$ cat config.mk
export PLATFORM = sky130hd
export DESIGN_NAME = tone_sequence_player
export DESIGN_NICKNAME = d
export VERILOG_FILES = /design/src/tsp_pkg.sv /design/src/tsp_div.sv /design/src/tone_sequence_player.sv
export SDC_FILE = /design/constraint.sdc
export NUM_CORES = 2
export LEC_CHECK = 0
export BUFFER_PORTS_ARGS = -buffer_cell sky130_fd_sc_hd__buf_2
export CORE_ASPECT_RATIO = 0.6
export CORE_MARGIN = 1.5
export CORE_UTILIZATION = 50
export CTS_CLUSTER_SIZE = 40
export DETAILED_ROUTE_END_ITERATION = 8
export HOLD_SLACK_MARGIN = 0.05
export PLACE_DENSITY = 0.66
export SLEW_MARGIN = 20
export SYNTH_ARGS = -nofsm -noshare
export SYNTH_HDL_FRONTEND = slang
export SYNTH_SLANG_ARGS = --single-unit
$ cat constraint.sdc
create_clock -name clk -period 3.8 [get_ports clk]
set_clock_uncertainty 0.15 [all_clocks]
set_input_delay 0.38 -clock clk [delete_from_list [all_inputs] [get_ports clk]]
set_output_delay 0.38 -clock clk [all_outputs]
set_load 0.05 [all_outputs]
$ cat src/tsp_pkg.sv
// Shared constants, codes and item types of the tone sequence player.
package tsp_pkg;

    localparam int TABLE_DEPTH = 64;
    localparam int IDX_W       = $clog2(TABLE_DEPTH);
    localparam int LEN_W       = IDX_W + 1;
    localparam int CLK_W       = 28;
    localparam int FREQ_W      = 16;
    localparam int DUR_W       = 16;
    localparam int MS_W        = 16;
    localparam int LEVEL_W     = CLK_W - 1;
    localparam int ENTRY_W     = FREQ_W + DUR_W;
    localparam int DIV_STEPS   = CLK_W;
    localparam int DIV_CNT_W   = $clog2(DIV_STEPS + 1);

    localparam logic [CLK_W-1:0] SYS_FREQ_RESET = CLK_W'(125000000);

    localparam logic [1:0] MODE_LOAD = 2'd0;
    localparam logic [1:0] MODE_TICK = 2'd1;
    localparam logic [1:0] MODE_STOP = 2'd2;

    typedef struct packed {
        logic [1:0]        mode;
        logic [IDX_W-1:0]  tone_index;
        logic [FREQ_W-1:0] tone_freq;
        logic [DUR_W-1:0]  tone_duration;
        logic              last_entry;
        logic [MS_W-1:0]   elapsed_ms;
    } tsp_cmd_t;

    typedef struct packed {
        logic               output_enabled;
        logic [CLK_W-1:0]   period_wrap;
        logic [LEVEL_W-1:0] duty_level;
        logic               playing;
        logic [IDX_W-1:0]   current_position;
    } tsp_res_t;

endpackage

$ cat src/tsp_div.sv
// Bit-serial restoring divider: one quotient bit per clock cycle.
module tsp_div
    import tsp_pkg::*;
(
    input  logic              clk,
    input  logic              rst_n,
    input  logic              start,
    input  logic [CLK_W-1:0]  dividend,
    input  logic [FREQ_W-1:0] divisor,
    output logic              done,
    output logic [CLK_W-1:0]  quotient
);

    logic [CLK_W-1:0]     quo_reg;
    logic [FREQ_W-1:0]    rem_reg;
    logic [FREQ_W-1:0]    dsr_reg;
    logic [DIV_CNT_W-1:0] count_reg;
    logic                 run_reg;
    logic                 done_reg;

    logic [FREQ_W:0]      trial;
    logic [FREQ_W:0]      diff;
    logic                 fits;

    // The dividend shifts out of the top of the quotient register while the
    // quotient bits shift in at the bottom.
    assign trial = {rem_reg, quo_reg[CLK_W-1]};
    assign diff  = trial - {1'b0, dsr_reg};
    assign fits  = (trial >= {1'b0, dsr_reg});

    always_ff @(posedge clk or negedge rst_n)
    begin
        if (!rst_n)
        begin
            run_reg   <= 1'b0;
            done_reg  <= 1'b0;
            count_reg <= '0;
        end
        else
        begin
            done_reg <= 1'b0;
            if (start)
            begin
                run_reg   <= 1'b1;
                count_reg <= DIV_CNT_W'(DIV_STEPS);
            end
            else if (run_reg)
            begin
                count_reg <= count_reg - 1'b1;
                if (count_reg == DIV_CNT_W'(1))
                begin
                    run_reg  <= 1'b0;
                    done_reg <= 1'b1;
                end
            end
        end
    end

    always_ff @(posedge clk)
    begin
        if (start)
        begin
            quo_reg <= dividend;
            rem_reg <= '0;
            dsr_reg <= divisor;
        end
        else if (run_reg)
        begin
            quo_reg <= {quo_reg[CLK_W-2:0], fits};
            rem_reg <= fits ? diff[FREQ_W-1:0] : trial[FREQ_W-1:0];
        end
    end

    assign done     = done_reg;
    assign quotient = quo_reg;

endmodule

$ cat src/tone_sequence_player.sv
// Top level of the tone sequence player: command decode, tone table and player state.
//
// The player takes one item at a time: an item is taken at a rising edge with
// start high and busy low, and its result appears on res for exactly one cycle
// with done high, which the receiver must take as it comes. A load item without
// its last flag, a stop item, an unused mode or a tick that starts no tone is
// answered from the idle state, with done registered as the item is taken.
// An item that starts a tone (a final load, or a tick that moves to the next
// tone) reads the table, then runs the serial divider for the system clock
// frequency over the tone frequency at one quotient bit per cycle. With a
// nonzero frequency the entry is read, the tone is set up and the divider
// loaded, the divider works out all 28 quotient bits and the wrap is registered
// before the result appears; the next item can be taken at the edge that ends
// the result cycle. With frequency zero the divider is skipped and the result
// is reported from the tone set-up state. Table slots come up undefined after
// reset and must be loaded before they are played. The clock frequency register
// may only be written while busy is low.
module tone_sequence_player
    import tsp_pkg::*;
(
    input  logic             clk,
    input  logic             rst_n,
    input  logic             start,
    output logic             busy,
    input  tsp_cmd_t         cmd,
    output logic             done,
    output tsp_res_t         res,
    input  logic             cfg_wr_en,
    input  logic [CLK_W-1:0] cfg_wr_data
);

    typedef enum logic [1:0] {ST_IDLE, ST_READ, ST_TONE, ST_DIV} state_t;

    state_t              state_reg;
    logic                done_reg;
    logic [LEN_W-1:0]    seq_len_reg;
    logic [IDX_W-1:0]    pos_reg;
    logic [DUR_W-1:0]    remaining_reg;
    logic                enabled_reg;
    logic [CLK_W-1:0]    wrap_reg;
    logic [LEVEL_W-1:0]  level_reg;
    logic [MS_W-1:0]     left_reg;
    logic [IDX_W-1:0]    rd_addr_reg;
    logic [CLK_W-1:0]    sys_freq_reg;

    // Tone table: frequency in the low half of an entry, duration in the high.
    logic [ENTRY_W-1:0]  table_mem [TABLE_DEPTH];
    logic [ENTRY_W-1:0]  rd_data_reg;

    logic                accept;
    logic [LEN_W-1:0]    next_pos;
    logic [FREQ_W-1:0]   tone_f;
    logic [DUR_W-1:0]    tone_d;
    logic [CLK_W-2:0]    half_clk;
    logic [FREQ_W-1:0]   clamp_f;
    logic [FREQ_W-1:0]   div_f;
    logic                div_start;
    logic                div_done;
    logic [CLK_W-1:0]    div_q;
    logic [CLK_W-1:0]    wrap_next;

    assign accept   = start && !busy;
    assign busy     = (state_reg != ST_IDLE);
    assign next_pos = {1'b0, pos_reg} + 1'b1;

    // Fields of the entry just read for the tone being started.
    assign tone_f   = rd_data_reg[FREQ_W-1:0];
    assign tone_d   = rd_data_reg[ENTRY_W-1:FREQ_W];

    // The frequency is clamped to half the clock; if that half is zero the
    // divider works with one instead.
    assign half_clk = sys_freq_reg[CLK_W-1:1];
    assign clamp_f  = ({{(CLK_W-1-FREQ_W){1'b0}}, tone_f} > half_clk)
                      ? half_clk[FREQ_W-1:0] : tone_f;
    assign div_f    = (clamp_f == '0) ? FREQ_W'(1) : clamp_f;

    assign div_start = (state_reg == ST_TONE) && (tone_f != '0);

    // The wrap is the quotient less one, held at zero for a zero quotient.
    assign wrap_next = (div_q == '0) ? '0 : div_q - 1'b1;

    tsp_div u_div (
        .clk      (clk),
        .rst_n    (rst_n),
        .start    (div_start),
        .dividend (sys_freq_reg),
        .divisor  (div_f),
        .done     (div_done),
        .quotient (div_q)
    );

    always_ff @(posedge clk or negedge rst_n)
    begin
        if (!rst_n)
        begin
            sys_freq_reg <= SYS_FREQ_RESET;
        end
        else if (cfg_wr_en)
        begin
            sys_freq_reg <= cfg_wr_data;
        end
    end

    // The table is written as the load item is taken, so a final load of slot
    // zero is seen by the read in the following cycle.
    always_ff @(posedge clk)
    begin
        if (accept && cmd.mode == MODE_LOAD)
        begin
            table_mem[cmd.tone_index] <= {cmd.tone_duration, cmd.tone_freq};
        end
        rd_data_reg <= table_mem[rd_addr_reg];
    end

    always_ff @(posedge clk or negedge rst_n)
    begin
        if (!rst_n)
        begin
            state_reg     <= ST_IDLE;
            done_reg      <= 1'b0;
            seq_len_reg   <= '0;
            pos_reg       <= '0;
            remaining_reg <= '0;
            enabled_reg   <= 1'b0;
            wrap_reg      <= '0;
            level_reg     <= '0;
            left_reg      <= '0;
            rd_addr_reg   <= '0;
        end
        else
        begin
            done_reg <= 1'b0;
            unique case (state_reg)
                ST_IDLE:
                begin
                    if (accept)
                    begin
                        done_reg <= 1'b1;
                        unique case (cmd.mode)
                            MODE_LOAD:
                            begin
                                if (cmd.last_entry)
                                begin
                                    // Playback starts at slot zero with no time carried over.
                                    seq_len_reg <= {1'b0, cmd.tone_index} + 1'b1;
                                    pos_reg     <= '0;
                                    rd_addr_reg <= '0;
                                    left_reg    <= '0;
                                    done_reg    <= 1'b0;
                                    state_reg   <= ST_READ;
                                end
                            end
                            MODE_TICK:
                            begin
                                if (seq_len_reg != '0 && cmd.elapsed_ms != '0)
                                begin
                                    if (remaining_reg > cmd.elapsed_ms)
                                    begin
                                        remaining_reg <= remaining_reg - cmd.elapsed_ms;
                                    end
                                    else if (next_pos >= seq_len_reg)
                                    begin
                                        // The last tone has run out.
                                        enabled_reg   <= 1'b0;
                                        seq_len_reg   <= '0;
                                        pos_reg       <= '0;
                                        remaining_reg <= '0;
                                    end
                                    else
                                    begin
                                        pos_reg     <= next_pos[IDX_W-1:0];
                                        rd_addr_reg <= next_pos[IDX_W-1:0];
                                        left_reg    <= cmd.elapsed_ms - remaining_reg;
                                        done_reg    <= 1'b0;
                                        state_reg   <= ST_READ;
                                    end
                                end
                            end
                            MODE_STOP:
                            begin
                                enabled_reg   <= 1'b0;
                                seq_len_reg   <= '0;
                                pos_reg       <= '0;
                                remaining_reg <= '0;
                            end
                            default:
                            begin
                                // An unused mode only reports the state.
                            end
                        endcase
                    end
                end
                ST_READ:
                begin
                    state_reg <= ST_TONE;
                end
                ST_TONE:
                begin
                    // The time left over from the tick is taken off the new tone.
                    enabled_reg   <= 1'b1;
                    remaining_reg <= (left_reg >= tone_d) ? '0 : tone_d - left_reg;
                    if (tone_f == '0)
                    begin
                        // Silence keeps the wrap and drops the level.
                        level_reg <= '0;
                        done_reg  <= 1'b1;
                        state_reg <= ST_IDLE;
                    end
                    else
                    begin
                        state_reg <= ST_DIV;
                    end
                end
                ST_DIV:
                begin
                    if (div_done)
                    begin
                        wrap_reg  <= wrap_next;
                        level_reg <= wrap_next[CLK_W-1:1];
                        done_reg  <= 1'b1;
                        state_reg <= ST_IDLE;
                    end
                end
                default:
                begin
                    state_reg <= ST_IDLE;
                end
            endcase
        end
    end

    assign done                 = done_reg;
    assign res.output_enabled   = enabled_reg;
    assign res.period_wrap      = wrap_reg;
    assign res.duty_level       = level_reg;
    assign res.playing          = (seq_len_reg != '0);
    assign res.current_position = pos_reg;

    // The position always lies inside the sequence that is playing.
    a_pos_in_seq: assert property (@(posedge clk) disable iff (!rst_n)
        (seq_len_reg != '0) |-> ({1'b0, pos_reg} < seq_len_reg))
        else $error("position outside the sequence");

    // No result is reported while an item is still being worked on.
    a_no_done_busy: assert property (@(posedge clk) disable iff (!rst_n)
        busy |-> !done)
        else $error("result strobe while busy");

    // Whenever a result is reported, the output is enabled exactly while playing.
    a_enable_play: assert property (@(posedge clk) disable iff (!rst_n)
        done |-> (res.output_enabled == res.playing))
        else $error("output enable disagrees with playing");

    // A divider result arrives only while the player waits for it.
    a_div_wait: assert property (@(posedge clk) disable iff (!rst_n)
        div_done |-> (state_reg == ST_DIV))
        else $error("divider finished outside its wait state");

endmodule

==> metrics.yaml <==
via_count: 47130
path_class: "reg -> reg"
dr.pass1.iters: 5
final_cells: 7406
reg2regPathDepth: 12
ys_types: 79
ant_nets: 0
grt_pass1_vias: 45360
path_clk_slew_ns: 0.07
slew_viol_final: 0
synth_top_family_by_area: "multiplexers"
async_reset_ff_frac: 0.06346
fill_cells: 13020
rows: 121
ys.flop_type: "edfxtp_1"
netlist_area_um2: 91090
syn-num-nets: 4564
layout_setup_ws_ns: 0.2356
drv_cap: 0
grt_max_degree: 81
crit_path_end_kind: "flop"
drc_errors: 0
place_congestion: 0.8695
clk_latency_ns: 0.87
rsz0062_at_grt: "false"
synth_compound_area_frac: 0.02622
postCtsSetupBuffers: 0
area_growth_syn_to_layout_pct: 14.61
io_pins: 154
yosys_warnings: 0
drt-total-wl_mm: 242.4
synthCells: 4375
synth-simple-area-share: 0.02446
start_kind: "flop"
synth-adder-area-share: 0.01406
rrSetupSlack_ns: 0.24
fin_setup_tns_ns: 0
worstPathArrival_ns: 4.15
synth-xor-area-share: 0.007499
cts_tree: "yes"
final_common_cell: "edfxtp_1"
clockBufferDepth: 4
status: "complete, no violations"
hold_path_end: "sys_freq_reg[13]"
finalCriticalPeriod_ns: 3.564
grt_pass1_wl_mm: 341.7
viasPerCell: 6.364
dpl.hpwl_mm: 147.5
final_core_util: 0.5761
cts_made_buffers: 199
max_freq_mhz: 280.6
dieWidth_um: 554.0
ir_drop_mv: 0.3838
p_leak_nw: 33.75
dpl.cell_count: 6962
initial_core_util: 0.5027
nets: 5038
min-delay-start: "cfg_wr_en"
cts-root-buf: "clkbuf_16"
cp_max_fo: 5
r2r_start: "remaining_reg[0]"
core_area_um2: 181200
hold_viol_final: 0
synthMuxAreaShare: 0.1719
wl_per_cell_um: 32.73
grt_use_total: 0.2628
cts_sinks: 2285
relSlewSlack: 0.2665
drt_iter0_drc: 6923
final_layout_size_suffix_gt1_frac: 0.2965
numPortBuffers: 153
powerDensity_nw_per_um2: 524.3
die-area_um2: 184800
gr-total-overflow: 0
largest_reg_flops: 2048
antenna_found_initial: 15
tightestPinTransition_ns: 1.100
synth-seq-cells: 2285
worst_ep_required_time_ns: 4.38
min_path_cells: 2
ys_seq_area_frac: 0.7402
setup_viol: 0
power.total_mw: 54.74
min_path_type: "in -> reg"
fin_crit_sh: 0.9380
r2r-end: "seq_len_reg[3]"
die_y_um: 333.6
syn_area_per_cell_um2: 20.82
final_cell_mix: "edfxtp_1 (2092), mux4_2 (666), clkbuf_16 (200)"
preCtsSetupSlack_ns: -0.02154
synth_edf_count: 2092
h-tree-depth: 4
[synth_stat cells (12+ instances only)]
cell      instances  area (um^2)
mux2_2           38        427.9
mux4_2          666        15000
nand3_1          26        130.1
a221oi_1         15        131.4
nor4_1           22        137.6
dfrtp_1         132         3303
ha_1             96         1201
o21ai_0         101        505.5
dfxtp_1          48        960.9
nor3_1           26        130.1
nand2b_1         14        87.58
nor2b_1          12        75.07
o31ai_1          15        112.6
buf_1            25        93.84
inv_1           123        461.7
a21oi_1          70        350.3
buf_4            14        105.1
dfstp_2          13        341.6
xnor2_1          50        437.9
a21o_1           73        548.0
clkbuf_1        110        412.9
mux2i_1          22        220.2
edfxtp_1       2092        62820
nand2_1         177        664.4
buf_2            55        275.3
nor2_1          142        533.0
xor2_1           28        245.2
[power by group]
| group | total (mW) | switching, mW | internal (mW) |
|---|---|---|---|
| Sequential | 28.8 | 0.582 | 28.2 |
| Combinational | 6.39 | 4.08 | 2.32 |
| Clock | 19.5 | 8.91 | 10.6 |
| Total | 54.7 | 13.6 | 41.2 |
[kinds of logic after synthesis]
family                     after synthesis
and+or+nand+nor                        485
buffers and inverters                  334
adders and majority gates              100
muxes                                  727
xor gates and xnor gates                78
DFF                                   2285
AOI/OAI and AO/OA                      366
[worst max-delay path, cell delays in order, from the launching register on]
cell and delay (ns):
dfrtp_1 0.38, inv_1 0.08, ha_1 0.17, inv_1 0.07, fa_1 0.43, a211oi_1 0.38, o21ai_1 0.28, a211oi_2 0.35
o31ai_1 0.26, a211oi_1 0.33, nand2_1 0.19, buf_4 0.19, o31ai_1 0.23
[layout make-up]
cell class	count	area (um^2)	area share
clock inverter	100	810.8	0.007766
antenna	6	15.01	0.0001438
sequential	2285	67450	0.6460
clock buffer	254	5268	0.05045
multi-input combinational	1756	22740	0.2178
tap	2398	3000	0.02874
timing repair buffer	484	4663	0.04466
inverter	123	461.7	0.004422
[per-layer routing]
metal	vias up	global-route usage	wire, um
met4	10	0.06040	5611
met3	326	0.08127	31220
met2	2782	0.3557	100800
met1	25020	0.4155	104700
li1	19000	-	-
met5	-	0.002067	102
[through the flow]
| step | hold WS [ns] | area, um^2 |
|---|---|---|
| after floorplan | -0.06559 | 91090 |
| after global placement | 0.2345 | 97330 |
| after detailed placement | 0.2431 | 97330 |
| after CTS | 0.05265 | 104100 |
| after global routing | 0.1137 | 104400 |
| final | 0.08884 | 104400 |
[how the worst max path moves through the flow]
| stage | start | slack, ns | endpoint | cells past startpoint |
|---|---|---|---|---|
| 6_report | remaining_reg[0] | 0.24 | seq_len_reg[3] | 12 |
| 5_1_grt | remaining_reg[0] | 0.03 | seq_len_reg[3] | 12 |
| 4_1_cts | remaining_reg[0] | 0.08 | remaining_reg[11] | 11 |
| 3_5_place_dp | cmd[0] | -0.02 | remaining_reg[11] | 11 |
| 3_3_place_gp | cmd[0] | 0.08 | remaining_reg[0] | 11 |
| 2_1_floorplan | pos_reg[0] | 0.42 | left_reg[11] | 13 |
[repair_timing]
item | CTS | global route
gates resized for setup | 0 | 3
hold endpoints to repair | 187 | 711
hold buffers | 64 | 14
endpoints found under the setup margin | 0 | 25
Power figures use the tool's default switching activity.
